## src/hdl/mfsm_pkg.sv

```systemverilog
`timescale 1ns / 1ps

package mfsm_pkg;

  localparam logic [1:0] FAN_STOPPED      = 2'd0;
  localparam logic [1:0] FAN_RUNNING      = 2'd1;
  localparam logic [1:0] FAN_FAULT        = 2'd2;
  localparam logic [1:0] FAN_DISCONNECTED = 2'd3;

  localparam logic [1:0] MODE_FAULT = 2'd2;

  localparam logic [1:0] CFG_DEVICE_ADDRESS = 2'd0;
  localparam logic [1:0] CFG_MANUAL_MODE    = 2'd1;
  localparam logic [1:0] CFG_POLL_DIVIDE    = 2'd2;
  localparam logic [1:0] CFG_MISS_LIMIT     = 2'd3;

  localparam logic [7:0]  READ_FUNCTION  = 8'h04;
  localparam logic [7:0]  MIN_STATUS_LEN = 8'd7;
  localparam logic [7:0]  MIN_FRAME_LEN  = 8'd4;
  localparam logic [7:0]  COUNT_MAX      = 8'hFF;
  localparam logic [15:0] CRC_INIT       = 16'hFFFF;
  localparam logic [15:0] CRC_POLY       = 16'hA001;

  // Outcome of a closing byte, handed from frame assembly to the status logic.
  typedef struct packed {
    logic       accepted;
    logic       status_update;
    logic [1:0] fan1;
    logic [1:0] fan2;
  } frame_info_t;

  typedef struct packed {
    logic [1:0] fan1_state;
    logic [1:0] fan2_state;
    logic [1:0] mode_report;
    logic       any_running;
    logic       frame_accepted;
    logic       poll_due;
  } result_t;

  // Reflected CRC-16 update by one byte, one shift per bit.
  function automatic logic [15:0] crc_byte(input logic [15:0] crc_in, input logic [7:0] b);
    logic [15:0] crc;
    crc = crc_in ^ {8'h00, b};
    for (int k = 0; k < 8; k++) begin
      if (crc[0]) begin
        crc = (crc >> 1) ^ CRC_POLY;
      end else begin
        crc = crc >> 1;
      end
    end
    return crc;
  endfunction

  function automatic logic [1:0] decode_fan(input logic [7:0] v);
    logic [1:0] s;
    if (v == 8'd0) begin
      s = FAN_STOPPED;
    end else if (v == 8'd1) begin
      s = FAN_RUNNING;
    end else begin
      s = FAN_FAULT;
    end
    return s;
  endfunction

endpackage

```

## src/hdl/mfsm_frame.sv

```systemverilog
`timescale 1ns / 1ps

module mfsm_frame import mfsm_pkg::*; #(
  parameter int RX_BUFFER_BYTES = 64
) (
  input  logic        clk,
  input  logic        rst,
  input  logic        en,
  input  logic [7:0]  data_byte,
  input  logic        frame_end,
  input  logic [7:0]  device_address,
  output frame_info_t info
);

  localparam logic [8:0] BufLen = 9'(RX_BUFFER_BYTES);

  logic [15:0] running_crc;
  logic [15:0] crc_prev;
  logic [7:0]  last_byte;
  logic [7:0]  byte_count;
  logic [7:0]  field_addr;
  logic [7:0]  field_func;
  logic [7:0]  field_b4;
  logic [7:0]  field_b6;

  logic [7:0]  addr_eff;
  logic [7:0]  func_eff;
  logic [7:0]  b4_eff;
  logic [7:0]  b6_eff;
  logic [8:0]  frame_len;
  logic        len_ok;
  logic        crc_ok;
  logic        accepted;

  // The closing byte may itself land in a captured field position.
  always_comb begin
    addr_eff  = (byte_count == 8'd0) ? data_byte : field_addr;
    func_eff  = (byte_count == 8'd1) ? data_byte : field_func;
    b4_eff    = (byte_count == 8'd4) ? data_byte : field_b4;
    b6_eff    = (byte_count == 8'd6) ? data_byte : field_b6;
    frame_len = {1'b0, byte_count} + 9'd1;
    len_ok    = (byte_count != COUNT_MAX) && (frame_len >= {1'b0, MIN_FRAME_LEN})
                && (frame_len <= BufLen);
    crc_ok    = (crc_prev == {data_byte, last_byte});
    accepted  = en && frame_end && len_ok && crc_ok && (addr_eff == device_address);
    info.accepted      = accepted;
    info.status_update = accepted && (func_eff == READ_FUNCTION)
                         && (frame_len >= {1'b0, MIN_STATUS_LEN});
    info.fan1          = decode_fan(b4_eff);
    info.fan2          = decode_fan(b6_eff);
  end

  always_ff @(posedge clk) begin
    if (rst) begin
      running_crc <= CRC_INIT;
      crc_prev    <= CRC_INIT;
      last_byte   <= '0;
      byte_count  <= '0;
      field_addr  <= '0;
      field_func  <= '0;
      field_b4    <= '0;
      field_b6    <= '0;
    end else if (en) begin
      if (frame_end) begin
        running_crc <= CRC_INIT;
        crc_prev    <= CRC_INIT;
        last_byte   <= '0;
        byte_count  <= '0;
        field_addr  <= '0;
        field_func  <= '0;
        field_b4    <= '0;
        field_b6    <= '0;
      end else begin
        running_crc <= crc_byte(running_crc, data_byte);
        crc_prev    <= running_crc;
        last_byte   <= data_byte;
        if (byte_count != COUNT_MAX) begin
          byte_count <= byte_count + 8'd1;
        end
        field_addr <= addr_eff;
        field_func <= func_eff;
        field_b4   <= b4_eff;
        field_b6   <= b6_eff;
      end
    end
  end

endmodule

```

## src/hdl/mfsm_status.sv

```systemverilog
`timescale 1ns / 1ps

module mfsm_status import mfsm_pkg::*; (
  input  logic        clk,
  input  logic        rst,
  input  logic        tick_en,
  input  frame_info_t info,
  input  logic        manual_mode,
  input  logic [7:0]  poll_divide,
  input  logic [7:0]  miss_limit,
  output result_t     result
);

  logic [7:0] tick_count;
  logic [7:0] miss_count;
  logic [1:0] first_fan;
  logic [1:0] second_fan;

  logic [7:0] tick_next;
  logic [7:0] miss_next;
  logic [1:0] first_next;
  logic [1:0] second_next;
  logic [7:0] tick_inc;
  logic       poll;
  logic       fan_bad;

  always_comb begin
    tick_inc    = tick_count + 8'd1;
    tick_next   = tick_count;
    miss_next   = miss_count;
    first_next  = first_fan;
    second_next = second_fan;
    poll        = 1'b0;
    if (tick_en) begin
      tick_next = tick_inc;
      if (tick_inc == poll_divide) begin
        tick_next = '0;
        poll      = 1'b1;
        if (miss_count < miss_limit) begin
          miss_next = miss_count + 8'd1;
        end else begin
          first_next  = FAN_DISCONNECTED;
          second_next = FAN_DISCONNECTED;
        end
      end
    end else if (info.accepted) begin
      miss_next = '0;
      if (info.status_update) begin
        first_next  = info.fan1;
        second_next = info.fan2;
      end
    end
  end

  // Fault and disconnected both have the upper state bit set.
  always_comb begin
    fan_bad               = first_next[1] || second_next[1];
    result.fan1_state     = first_next;
    result.fan2_state     = second_next;
    result.mode_report    = fan_bad ? MODE_FAULT : {1'b0, manual_mode};
    result.any_running    = (first_next == FAN_RUNNING) || (second_next == FAN_RUNNING);
    result.frame_accepted = info.accepted;
    result.poll_due       = poll;
  end

  always_ff @(posedge clk) begin
    if (rst) begin
      tick_count <= '0;
      miss_count <= '0;
      first_fan  <= FAN_STOPPED;
      second_fan <= FAN_STOPPED;
    end else begin
      tick_count <= tick_next;
      miss_count <= miss_next;
      first_fan  <= first_next;
      second_fan <= second_next;
    end
  end

endmodule

```

## src/hdl/modbus_fan_status_monitor.sv

```systemverilog
`timescale 1ns / 1ps

// Channel  Direction  Handshake                  Payload
// in       sink       in_valid / in_stall        action, data_byte, frame_end
// out      source     out_valid / out_stall      fan1_state, fan2_state, mode_report,
//                                                any_running, frame_accepted, poll_due
// cfg      sink       cfg_valid / cfg_ready      cfg_index, cfg_data
//
// One item per cycle sustained while out_stall is low. A result passes from the input
// register through the frame check and status logic into the result register once
// its input transaction is accepted. The cfg port is always ready.
// Reset is synchronous and restores register defaults and an empty frame.
// A stalled result holds the pipeline; the input register keeps taking a new
// item whenever the result register is empty or being drained.

module modbus_fan_status_monitor import mfsm_pkg::*; #(
  parameter int RX_BUFFER_BYTES = 64
) (
  input  logic       clk,
  input  logic       rst,
  input  logic       in_valid,
  output logic       in_stall,
  input  logic       action,
  input  logic [7:0] data_byte,
  input  logic       frame_end,
  output logic       out_valid,
  input  logic       out_stall,
  output logic [1:0] fan1_state,
  output logic [1:0] fan2_state,
  output logic [1:0] mode_report,
  output logic       any_running,
  output logic       frame_accepted,
  output logic       poll_due,
  input  logic       cfg_valid,
  output logic       cfg_ready,
  input  logic [1:0] cfg_index,
  input  logic [7:0] cfg_data
);

  logic [7:0] device_address;
  logic       manual_mode;
  logic [7:0] poll_divide;
  logic [7:0] miss_limit;

  logic       stg_valid;
  logic       stg_action;
  logic [7:0] stg_byte;
  logic       stg_end;

  logic        advance;
  logic        proc;
  frame_info_t info;
  result_t     result;
  result_t     out_reg;

  assign cfg_ready = 1'b1;

  always_ff @(posedge clk) begin
    if (rst) begin
      device_address <= 8'd52;
      manual_mode    <= 1'b0;
      poll_divide    <= 8'd10;
      miss_limit     <= 8'd5;
    end else if (cfg_valid && cfg_ready) begin
      unique case (cfg_index)
        CFG_DEVICE_ADDRESS: device_address <= cfg_data;
        CFG_MANUAL_MODE:    manual_mode    <= cfg_data[0];
        CFG_POLL_DIVIDE:    poll_divide    <= cfg_data;
        CFG_MISS_LIMIT:     miss_limit     <= cfg_data;
      endcase
    end
  end

  assign advance  = !out_valid || !out_stall;
  assign in_stall = stg_valid && !advance;
  assign proc     = stg_valid && advance;

  always_ff @(posedge clk) begin
    if (rst) begin
      stg_valid <= 1'b0;
    end else if (!in_stall) begin
      stg_valid <= in_valid;
    end
  end

  always_ff @(posedge clk) begin
    if (in_valid && !in_stall) begin
      stg_action <= action;
      stg_byte   <= data_byte;
      stg_end    <= frame_end;
    end
  end

  mfsm_frame #(
    .RX_BUFFER_BYTES(RX_BUFFER_BYTES)
  ) u_frame (
    .clk            (clk),
    .rst            (rst),
    .en             (proc && stg_action),
    .data_byte      (stg_byte),
    .frame_end      (stg_end),
    .device_address (device_address),
    .info           (info)
  );

  mfsm_status u_status (
    .clk         (clk),
    .rst         (rst),
    .tick_en     (proc && !stg_action),
    .info        (info),
    .manual_mode (manual_mode),
    .poll_divide (poll_divide),
    .miss_limit  (miss_limit),
    .result      (result)
  );

  always_ff @(posedge clk) begin
    if (rst) begin
      out_valid <= 1'b0;
    end else if (advance) begin
      out_valid <= stg_valid;
    end
  end

  always_ff @(posedge clk) begin
    if (proc) begin
      out_reg <= result;
    end
  end

  assign fan1_state     = out_reg.fan1_state;
  assign fan2_state     = out_reg.fan2_state;
  assign mode_report    = out_reg.mode_report;
  assign any_running    = out_reg.any_running;
  assign frame_accepted = out_reg.frame_accepted;
  assign poll_due       = out_reg.poll_due;

endmodule

```

## config.mk

```make
export PLATFORM = sky130hd
export DESIGN_NAME = modbus_fan_status_monitor
export DESIGN_NICKNAME = d
export VERILOG_FILES = /design/src/hdl/mfsm_pkg.sv /design/src/hdl/mfsm_frame.sv /design/src/hdl/mfsm_status.sv /design/src/hdl/modbus_fan_status_monitor.sv
export SDC_FILE = /design/constraint.sdc
export NUM_CORES = 1
export LEC_CHECK = 0
export ABC_AREA = 1
export BUFFER_PORTS_ARGS = -buffer_cell sky130_fd_sc_hd__buf_4
export CORE_ASPECT_RATIO = 0.5
export CORE_MARGIN = 1.5
export CORE_UTILIZATION = 30
export DETAILED_ROUTE_END_ITERATION = 10
export PLACE_DENSITY_LB_ADDON = 0.1
export SLEW_MARGIN = 40
export SYNTH_ARGS = -nofsm -noshare
export SYNTH_HDL_FRONTEND = slang
export SYNTH_SLANG_ARGS = --single-unit
```

## constraint.sdc

```tcl
create_clock -name clk -period 6.25 [get_ports clk]
set_clock_uncertainty 0.15 [all_clocks]
set_input_delay 0.9375 -clock clk [delete_from_list [all_inputs] [get_ports clk]]
set_output_delay 0.9375 -clock clk [all_outputs]
set_load 0.01 [all_outputs]
```

==> impl_summary.txt, run 1 <==
----------------------------------------------------
[Routing]
  Met2 layer wire length in the routed design ... 8412 um
  M1 WL ... 10,480 um
  Starting DRT DRC Count ... 468
  Average wire per cell in the routed design ... 14.59 um
  Final wirelength ... 19,680 um
  Drt pass-1 iters ... 5
  Top layer reached by signal wires ... met4
  Antenna violation net count after detailed routing ... 0
  Total vias in the final route ... 6,315
  Detailed route wirelength on metal3 ... 635 um
  Ratio of routed vias to standard cells ... 4.681
  DRC Markers ... 0

[Global route]
  Total congestion overflow ... 0
  Via count of the first global-routing pass ... 5,837
  All-Layer GR Usage ... 0.1638
  Pin count of the biggest net entering global routing ... 71
  Wire length of the first global-routing pass ... 31,640 um
  Antenna violations before repair ... 0

[Floorplan]
  Die X-Extent ... 221.4 um
  Number of top-level design ports ... 37
  Placeable core area ... 0.02313 mm^2
  Die H ... 112.2 um
  Initial core utilization ... 0.3094
  DIE AREA ... 0.02485 mm^2
  Floorplan row count ... 39

[Worst hold path]
  Hold_sp ... u_frame.field_b6[6]
  WHS Path Cells ... 2
  Hold-critical path endpoint ... u_frame.field_b6[6]
  Type of the worst min-delay path ... flop to flop

[Finish]
  Largest register by flop count ... u_frame.crc_prev
  Commonest cells after routing, fill and taps aside ... nand2_1 (313), dfxtp_1 (122), inv_1 (100)
  Layout overhead on the synthesized area ... 14.81%
  Antenna diode count ... 0
  Number of flip-flops in the largest register ... 16
  Largest registers ... u_frame.crc_prev: 16 flops, u_frame.running_crc: 11 flops
  Most frequent standard cell in the layout excluding fill and tap cells ... nand2_1
  Share of post-route cells with drive strength above 1 ... 0.1190
  # nets final ... 1,069

[Placement]
  Port Buf Inserts ... 35
  HPWL after DPL ... 13,670 um
  Routability congestion estimate ... 0.7790

[Timing]
  Worst hold slack across all endpoints ... 308.9 ps
  Slew at the pin closest to its max-slew limit ... 754.4 ps
  Final number of hold-violating endpoints ... 0
  Time the worst path needs with I/O delays and setup ... 3393 ps
  Final max-slew violation count ... 0
  Period utilization ... 0.5429
  Max transition margin ... 0.4940
  Highest Clock Rate ... 0.2947 GHz
  Count of final setup violators ... 0
  Setup tns final ... 0 ps
  Setup repair after global routing missed its margin ... false

[Yosys]
  Part of the Yosys area used for sequential elements ... 0.4210
  Post-synthesis async set-or-reset flop share ... 0
  Post-synth net total ... 1,045
  Library cells used by synthesis ... 40
  Warnings, synthesis ... 0
  Mapped cell area ... 0.007157 mm^2
  Number of synthesized flops with an enable pin ... 19
  Synth Area per Inst ... 7.121 um^2
  Cell type with the largest total area after synthesis ... dfxtp_1
  Post-synth top area share ... 0.3413
  Post-synthesis instance total ... 1,005
  Most frequently used flop master after synthesis ... dfxtp_1
  Main area contributors after synthesis ... dfxtp_1 (34%), nand2_1 (16%), edfxtp_1 (8.0%), a21oi_1 (6.6%), inv_1 (5.2%)
  FF+latch count, synth ... 141

[Critical path]
  R2R cell count ... 15
  Slowest CP cell ... nor2_4
  Cell family contributing the most delay on the critical path ... simple AND/OR/NAND/NOR gates
  Critical path data arrival time ... 3430 ps
  Worst reg2reg path startpoint ... out_valid
  Required time reported for the critical path endpoint ... 6280 ps
  Buffers plus inverters on the worst setup path ... 3
  Largest stage delay on the critical path ... 580 ps
  Worst Setup Path Type ... input pin to flop
  Startpoint class of the critical path ... input pin
  Worst path cell trace ... buf_4, nand2_1, nand2_1, nor2_4, inv_2, buf_4, nor2_1, nand3_1, nor2_1, nand4_1, nor2_2, nand4_1, nand3_1, nand2_1, nand2_1, nand2_1
  Flop2flop setup slack ... 3170 ps
  Maximum fanout along the worst path ... 51
  Crit Reg-Reg Endpoint ... any_running
  Cell seen most often among critical-path stages ... nand2_1
  Endpoint kind of the worst setup timing path ... flop

[Clock tree]
  Maximum root-to-sink buffer count ... 2
  Clock-pin slew reported for the worst setup and hold paths after clock tree synthesis ... 60 ps
  Clk Latency, worst-skew pair ... 430 ps
  Hold-fix buffers at CTS ... 0
  Clock tree from TritonCTS ... done
  Post-cts gate resize count ... 0
  H-tree Lvls ... 4
  Clock Root Buffer ... clkbuf_16
  Post CTS Setup Buffer Count ... 0
  Number of clock sinks ... 141
  Number of buffers added by the clock tree synthesis step ... 17

[Job]
  Max capacitance violation total ... 0

[Status]
  Result of the run ... finished, final reports clean

[Power]
  Worst IR Drop VDD ... 0.0001906 V
  Static leakage ... 3.383 nW
  Power density of the placed cells ... 249.1 mW/mm^2

----------------------------------------------------
[final cells by class]
type,instances,area [um^2]
Fill cell,2468,14910
Multi-Input combinational cell,725,3616
Sequential cell,141,3013
Clock buffer,21,440.4
Inverter,105,394.1
Tap cell,307,384.1
Timing Repair Buffer,39,296.5
Clock inverter,11,72.57
[synthesized netlist by cell type (2+ instances only)]
cell        n
nand4_1    12
nor4_1      2
ha_1       15
nand2_4     2
buf_2       2
nor2_4      7
clkbuf_1   28
nand3_1    47
edfxtp_1   19
nor3_1      8
inv_2       4
dfxtp_1   122
nand2_1   313
o21ai_0    52
o21a_1      2
inv_1     100
nand2_2     8
nor2_2     10
buf_6       2
a21oi_1    94
nand3b_1    6
o21ai_1     2
o22ai_1    19
xnor2_1    14
nor2_1     67
o211ai_1    6
or2_2      20
xor2_1     10
[worst reg2reg max path, cell delays in order (launching register included)]
cell and delay [ps]:
dfxtp_1 310, nand2_1 90, nand2_1 130, nor2_4 580, inv_2 80, buf_4 330, nor2_1 200, nand3_1 80
nor2_1 130, nand4_1 120, nor2_2 210, nand4_1 120, nand3_1 130, nand2_1 80, nand2_1 60, nand2_1 50
[routing by layer]
layer,vias to the layer above,track usage
li1,3300,-
met1,2909,0.2338
met2,95,0.2511
met3,11,0.03770
met4,0,0.03653
met5,-,0
[stage by stage]
step / cells / utilization / worst slack (ps) / power (mW) / instance area [um^2]
2_1_floorplan: 1005 / - / 3626 / 1.095 / 7157
3_3_place_gp: 1317 / 0.3323 / 2525 / 1.156 / 7685
3_5_place_dp: 1317 / 0.3328 / 2427 / 1.158 / 7699
4_1_cts: 1349 / 0.3550 / 2875 / 2.081 / 8212
5_1_grt: 1349 / 0.3552 / 2553 / 2.142 / 8217
6_report: 1349 / 0.3552 / 2857 / 2.047 / 8217
[cells by family (layout without fill, tap and decap cells)]
family | count (synthesis) | count (layout) | synth area share
AO/OA/AOI/OAI | 180 | 180 | 0.1341
XOR/XNOR | 26 | 26 | 0.03584
adder cells (fa/ha/maj) | 15 | 15 | 0.02622
buffers and inverters | 139 | 176 | 0.07587
flip-flops | 141 | 141 | 0.4210
other | 1 | 1 | 0.0005240
AND/OR/NAND/NOR | 503 | 503 | 0.3065
[worst max-delay path by stage]
stage | from | to | slack (ps) | cells past startpoint
after CTS | out_stall | any_running | 2870 | 16
after global routing | out_stall | any_running | 2550 | 17
after floorplan | out_stall | any_running | 3630 | 16
after detailed placement | out_stall | any_running | 2430 | 16
final | out_stall | any_running | 2860 | 16
after global placement | out_stall | any_running | 2520 | 16
[where the power goes]
group,leakage [nW],switching [mW],internal [mW]
registers,1.17,0.0198,0.943
clock network,0.243,0.406,0.504
logic,1.97,0.113,0.0604
Power figures use the tool's default switching activity.
==> inputs of run 2 (changes only) <==
==> constraint.sdc (replaced) <==
create_clock -name clk -period 3.4 [get_ports clk]
set_clock_uncertainty 0.15 [all_clocks]
set_input_delay 0.51 -clock clk [delete_from_list [all_inputs] [get_ports clk]]
set_output_delay 0.51 -clock clk [all_outputs]
set_load 0.01 [all_outputs]
==> impl_summary.txt, run 2 (same netlist as run 1, synthesis figures left out) <==
----------------------------------------------------
[Status]
  Result of the run ... finished, final reports clean (unchanged)

[Clock tree]
  Clock tree from TritonCTS ... done (unchanged)
  Clock Root Buffer ... clkbuf_16 (unchanged)
  Clock-pin slew reported for the worst setup and hold paths after clock tree synthesis ... 60 ps (about the same)
  Clk Latency, worst-skew pair ... 440 ps (was 430 ps)
  Post CTS Setup Buffer Count ... 0 (unchanged)
  Maximum root-to-sink buffer count ... 2 (unchanged)
  Number of buffers added by the clock tree synthesis step ... 17 (unchanged)
  H-tree Lvls ... 4 (unchanged)
  Post-cts gate resize count ... 0 (unchanged)
  Number of clock sinks ... 141 (unchanged)
  Hold-fix buffers at CTS ... 0 (unchanged)

[Floorplan]
  Die X-Extent ... 221.4 um (unchanged)
  Initial core utilization ... 0.3094 (unchanged)
  Number of top-level design ports ... 37 (unchanged)
  DIE AREA ... 0.02485 mm^2 (unchanged)
  Die H ... 112.2 um (unchanged)
  Placeable core area ... 0.02313 mm^2 (unchanged)
  Floorplan row count ... 39 (unchanged)

[Power]
  Static leakage ... 3.519 nW (was 3.383 nW)
  Power density of the placed cells ... 506.2 mW/mm^2 (was 249.1 mW/mm^2)
  Worst IR Drop VDD ... 0.0003514 V (was 0.0001906 V)

[Finish]
  Share of post-route cells with drive strength above 1 ... 0.1273 (was 0.1190)
  Footprint of the multi-input gates ... 0.003601 mm^2 (was 0.003616 mm^2)
  Count of fill cells added during filler insertion ... 2,451 (was 2,468)
  Antenna diode count ... 0 (unchanged)
  Number of flip-flops in the largest register ... 16 (unchanged)
  Largest registers ... u_frame.crc_prev: 16 flops, u_frame.running_crc: 11 flops (unchanged)
  Largest register by flop count ... u_frame.crc_prev (unchanged)
  # nets final ... 1,080 (was 1,069)
  Commonest cells after routing, fill and taps aside ... nand2_1 (313), dfxtp_1 (122), inv_1 (99) (was nand2_1 (313), dfxtp_1 (122), inv_1 (100))
  Sequential cell area ... 0.003013 mm^2 (unchanged)
  Most frequent standard cell in the layout excluding fill and tap cells ... nand2_1 (unchanged)
  Layout overhead on the synthesized area ... 17.97% (was 14.81%)

[Placement]
  Routability congestion estimate ... 0.8156 (was 0.7790)
  HPWL after DPL ... 14,010 um (was 13,670 um)
  Port Buf Inserts ... 35 (unchanged)

[Critical path]
  Crit path from ... stg_byte[2] (was out_stall)
  Worst path cell trace ... xnor2_1, ha_1, nand3_1, nor2_1, nand2_1, nor2_1, nand3_1, nor2_1, nand2_1, nor2_4, nand3_1, nand2_1, nand2_1, nand2_1, nand2_2, nand2_2, nor2_2 (was buf_4, nand2_1, nand2_1, nor2_4, inv_2, buf_4, nor2_1, nand3_1, nor2_1, nand4_1, nor2_2, nand4_1, nand3_1, nand2_1, nand2_1, nand2_1)
  Worst reg2reg path startpoint ... stg_byte[2] (was out_valid)
  Capture point of the worst path ... mode_report[0] (was any_running)
  Cell seen most often among critical-path stages ... nand2_1 (unchanged)
  Worst Setup Path Type ... flop to flop (was input pin to flop)
  Cell family contributing the most delay on the critical path ... simple AND/OR/NAND/NOR gates (unchanged)
  Required time reported for the critical path endpoint ... 3440 ps (was 6280 ps)
  Buffers plus inverters on the worst setup path ... 0 (was 3)
  Startpoint class of the critical path ... flop (was input pin)
  Number of stages on the worst setup path ... 17 (was 16)
  Crit Reg-Reg Endpoint ... mode_report[0] (was any_running)
  Largest stage delay on the critical path ... 510 ps (was 580 ps)
  Endpoint kind of the worst setup timing path ... flop (unchanged)
  R2R cell count ... 17 (was 15)
  Maximum fanout along the worst path ... 5 (was 51)
  Flop2flop setup slack ... 580 ps (was 3170 ps)
  Critical path data arrival time ... 2860 ps (was 3430 ps)
  Slowest CP cell ... edfxtp_1 (was nor2_4)

[Routing]
  Starting DRT DRC Count ... 486 (was 468)
  Drt pass-1 iters ... 5 (unchanged)
  Average wire per cell in the routed design ... 14.72 um (was 14.59 um)
  Total vias in the final route ... 6,296 (was 6,315)
  Antenna violation net count after detailed routing ... 0 (unchanged)
  DRC Markers ... 0 (unchanged)
  Ratio of routed vias to standard cells ... 4.629 (was 4.681)
  Final wirelength ... 20,020 um (was 19,680 um)

[Global route]
  Antenna violations before repair ... 0 (unchanged)
  All-Layer GR Usage ... 0.1687 (was 0.1638)
  Total congestion overflow ... 0 (unchanged)
  Pin count of the biggest net entering global routing ... 70 (was 71)
  Wire length of the first global-routing pass ... 32,440 um (was 31,640 um)
  Via count of the first global-routing pass ... 6,001 (was 5,837)

[Timing]
  Time the worst path needs with I/O delays and setup ... 2819 ps
  Highest Clock Rate ... 0.3548 GHz
  Setup repair after global routing missed its margin ... false (unchanged)
  Period utilization ... 0.8290
  Count of final setup violators ... 0 (unchanged)
  Max transition margin ... 0.4783 (was 0.4940)
  Final number of hold-violating endpoints ... 0 (unchanged)
  Final max-slew violation count ... 0 (unchanged)
  Slew at the pin closest to its max-slew limit ... 781.7 ps (was 754.4 ps)
  Setup tns final ... 0 ps (unchanged)
  Worst hold slack across all endpoints ... 97.33 ps (was 308.9 ps)

[Worst hold path]
  Type of the worst min-delay path ... input pin to flop (was flop to flop)

[Job]
  Max capacitance violation total ... 0 (unchanged)

----------------------------------------------------
## run 2: changes by cell type in the layout (fill, tap and decap cells not counted), sizes merged
cell      change
buf          +11
bufinv        +6
clkinv        -3
clkinvlp      -4
inv           +1
## run 2: cell type report
class,count,area share
Clock buffer,21,0.05453
Clock inverter,11,0.02504
Inverter,105,0.04668
Multi-Input combinational cell,725,0.4265
Sequential cell,141,0.3568
Tap cell,307,0.04549
Timing Repair Buffer,50,0.04490
## run 2: worst min-delay path by stage
stage                                     start               endpoint  slack, ps  cells past startpoint
final                              data_byte[4]            stg_byte[4]        100                      1
after detailed placement    u_frame.field_b4[2]    u_frame.field_b4[2]        300                      2
after global placement    u_frame.field_func[1]  u_frame.field_func[1]        300                      2
after floorplan                   miss_limit[0]          miss_limit[0]        280                      2
after global routing               data_byte[7]            stg_byte[7]         80                      1
after CTS                          data_byte[7]            stg_byte[7]         80                      1
## run 2: per-layer routing
layer  part of all wire  GRT usage  up-vias
met2               0.43     0.2610      100
li1                   -          -     3319
met1               0.52     0.2341     2858
met4              0.013    0.05160        0
met3              0.039    0.03901       19
met5                  0          0        -
## run 2: stage by stage
step	instances	util	total power, mW	worst slack [ps]	area (um^2)
after floorplan	1005	-	2.013	1012	7157
after global placement	1328	0.3358	2.138	563.8	7767
after detailed placement	1328	0.3360	2.140	548.3	7771
after CTS	1360	0.3650	4.329	542.9	8443
after global routing	1360	0.3650	4.455	220.9	8443
final	1360	0.3650	4.274	581.3	8443
## run 2: where the power goes
group          total, mW  internal (mW)  switching (mW)
combinational      0.333          0.118           0.215
sequential          1.77           1.73          0.0333
clock               2.17           1.41           0.760
==> inputs of run 3 (changes only) <==
==> constraint.sdc (replaced) <==
create_clock -name clk -period 2.95 [get_ports clk]
set_clock_uncertainty 0.15 [all_clocks]
set_input_delay 0.4425 -clock clk [delete_from_list [all_inputs] [get_ports clk]]
set_output_delay 0.4425 -clock clk [all_outputs]
set_load 0.01 [all_outputs]
==> impl_summary.txt, run 3 (same netlist as run 1, synthesis figures left out) <==
----------------------------------------------------
[Global route]
  All-Layer GR Usage ... 0.1639 (was 0.1687)
  Via count of the first global-routing pass ... 5,880 (was 6,001)
  Total congestion overflow ... 0 (unchanged)
  Pin count of the biggest net entering global routing ... 50 (was 70)
  Antenna violations before repair ... 0 (unchanged)
  Wire length of the first global-routing pass ... 31,800 um (was 32,440 um)

[Routing]
  Average wire per cell in the routed design ... 14.46 um (was 14.72 um)
  Final wirelength ... 19,760 um (was 20,020 um)
  Total vias in the final route ... 6,412 (was 6,296)
  Starting DRT DRC Count ... 454 (was 486)
  Antenna violation net count after detailed routing ... 0 (unchanged)
  DRC Markers ... 0 (unchanged)
  Drt pass-1 iters ... 6 (was 5)
  Ratio of routed vias to standard cells ... 4.691 (was 4.629)

[Clock tree]
  Post-cts gate resize count ... 0 (unchanged)
  Clk Latency, worst-skew pair ... 430 ps (was 440 ps)
  Clock-pin slew reported for the worst setup and hold paths after clock tree synthesis ... 60 ps (about the same)
  H-tree Lvls ... 4 (unchanged)
  Clock tree from TritonCTS ... done (unchanged)
  Maximum root-to-sink buffer count ... 2 (unchanged)
  Number of buffers added by the clock tree synthesis step ... 17 (unchanged)
  Hold-fix buffers at CTS ... 0 (unchanged)
  Number of clock sinks ... 141 (unchanged)
  Clock Root Buffer ... clkbuf_16 (unchanged)
  Post CTS Setup Buffer Count ... 0 (unchanged)

[Placement]
  Port Buf Inserts ... 35 (unchanged)
  Post-place instance area ... 0.007833 mm^2 (was 0.007771 mm^2)
  HPWL after DPL ... 14,230 um (was 14,010 um)
  Routability congestion estimate ... 0.7927 (was 0.8156)
  Post-Place Worst Slack ... 260.8 ps (was 548.3 ps)

[Critical path]
  Worst path cell trace ... inv_1, ha_1, nand2_1, nor2_4, nand2_1, nand2_1, nand2_1, nand2_1, nand3_1, nor2_2, nand3_1, nand2_1, nand2_1, nand2_1, nand2_2, nand2_1, nand2_1 (was xnor2_1, ha_1, nand3_1, nor2_1, nand2_1, nor2_1, nand3_1, nor2_1, nand2_1, nor2_4, nand3_1, nand2_1, nand2_1, nand2_1, nand2_2, nand2_2, nor2_2)
  Endpoint kind of the worst setup timing path ... flop (unchanged)
  Worst Setup Path Type ... flop to flop (unchanged)
  Critical path data arrival time ... 2690 ps (was 2860 ps)
  Maximum fanout along the worst path ... 11 (was 5)
  Startpoint class of the critical path ... flop (unchanged)
  Slowest CP cell ... dfxtp_2 (was edfxtp_1)
  Required time reported for the critical path endpoint ... 2980 ps (was 3440 ps)
  Cell seen most often among critical-path stages ... nand2_1 (unchanged)
  Largest stage delay on the critical path ... 350 ps (was 510 ps)

[Power]
  Power density of the placed cells ... 563.0 mW/mm^2 (was 506.2 mW/mm^2)
  Worst IR Drop VDD ... 0.0004000 V (was 0.0003514 V)
  Static leakage ... 3.546 nW (was 3.519 nW)
  Power, Total ... 4.773 mW (was 4.274 mW)

[Finish]
  Largest register by flop count ... u_frame.crc_prev (unchanged)
  Commonest cells after routing, fill and taps aside ... nand2_1 (313), dfxtp_1 (121), inv_1 (100) (was nand2_1 (313), dfxtp_1 (122), inv_1 (99))
  Layout overhead on the synthesized area ... 18.44% (was 17.97%)
  Largest registers ... u_frame.crc_prev: 16 flops, u_frame.running_crc: 11 flops (unchanged)
  Antenna diode count ... 0 (unchanged)
  Most frequent standard cell in the layout excluding fill and tap cells ... nand2_1 (unchanged)
  Number of flip-flops in the largest register ... 16 (unchanged)
  # nets final ... 1,087 (was 1,080)
  Finished layout cell area ... 0.008477 mm^2 (was 0.008443 mm^2)
  Share of post-route cells with drive strength above 1 ... 0.1330 (was 0.1273)

[Floorplan]
  Die H ... 112.2 um (unchanged)
  Number of top-level design ports ... 37 (unchanged)
  DIE AREA ... 0.02485 mm^2 (unchanged)
  Placeable core area ... 0.02313 mm^2 (unchanged)
  Floorplan row count ... 39 (unchanged)
  Die X-Extent ... 221.4 um (unchanged)
  Initial core utilization ... 0.3094 (unchanged)

[Timing]
  Post-layout worst setup margin ... 297.6 ps (was 581.3 ps)
  Max transition margin ... 0.6111 (was 0.4783)
  Setup repair after global routing missed its margin ... false (unchanged)
  Worst hold slack across all endpoints ... 34.85 ps (was 97.33 ps)
  Final number of hold-violating endpoints ... 0 (unchanged)
  Highest Clock Rate ... 0.3770 GHz (was 0.3548 GHz)
  Setup tns final ... 0 ps (unchanged)
  Period utilization ... 0.8991 (was 0.8290)
  Final max-slew violation count ... 0 (unchanged)
  Count of final setup violators ... 0 (unchanged)
  Slew at the pin closest to its max-slew limit ... 583.4 ps (was 781.7 ps)
  Time the worst path needs with I/O delays and setup ... 2652 ps (was 2819 ps)

[Worst hold path]
  Type of the worst min-delay path ... input pin to flop (unchanged)

[Status]
  Result of the run ... finished, final reports clean (unchanged)

[Job]
  Max capacitance violation total ... 0 (unchanged)

----------------------------------------------------
## run 3: critical path, delay by kind of cell, from the launching register on
kind                       cells  cell delay [ps]
and+or+nand+nor               15             1600
DFF                            1              350
adders and majority gates      1              180
buffers and inverters          1              120
## run 3: layout make-up
class / count / area [um^2]
clock buffers: 19 / 432.9
clock inverters: 13 / 195.2
fillers: 2433 / 14650
inverters: 105 / 394.1
multi-input cells: 725 / 3616
flip-flops and latches: 141 / 3014
well taps: 307 / 384.1
repair buffers: 57 / 440.4
## run 3: power by group
group | internal, mW | total [mW] | switching, mW | leakage [nW]
sequential | 2.00 | 2.03 | 0.0342 | 1.17
clock | 1.49 | 2.34 | 0.854 | 0.300
combinational | 0.142 | 0.396 | 0.254 | 2.07
total | 3.63 | 4.77 | 1.14 | 3.55
## run 3: path summary, 6_finish.rpt
| kind | startpoint | endpoint | slack, ps | cells after the start |
|---|---|---|---|---|
| setup / recovery | u_frame.byte_count[0] | any_running | 300 | 17 |
| hold / removal | data_byte[7] | stg_byte[7] | 30 | 1 |
| setup reg to reg | u_frame.byte_count[0] | any_running | 300 | 17 |
| hold reg to reg | u_frame.field_b6[1] | u_frame.field_b6[1] | 310 | 2 |
## run 3: stage by stage
stage	cells	utilization
final	1367	0.3665
after global placement	1335	0.3386
after detailed placement	1335	0.3386
after global routing	1367	0.3665
after CTS	1367	0.3658
after floorplan	1005	-
## run 3: layer usage
metal / vias to the layer above / GRT usage / part of all wire
li1: 3341 / - / -
met1: 2963 / 0.2322 / 0.53
met2: 92 / 0.2490 / 0.42
met3: 16 / 0.03848 / 0.038
met4: 0 / 0.04521 / 0.011
met5: - / 0 / 0
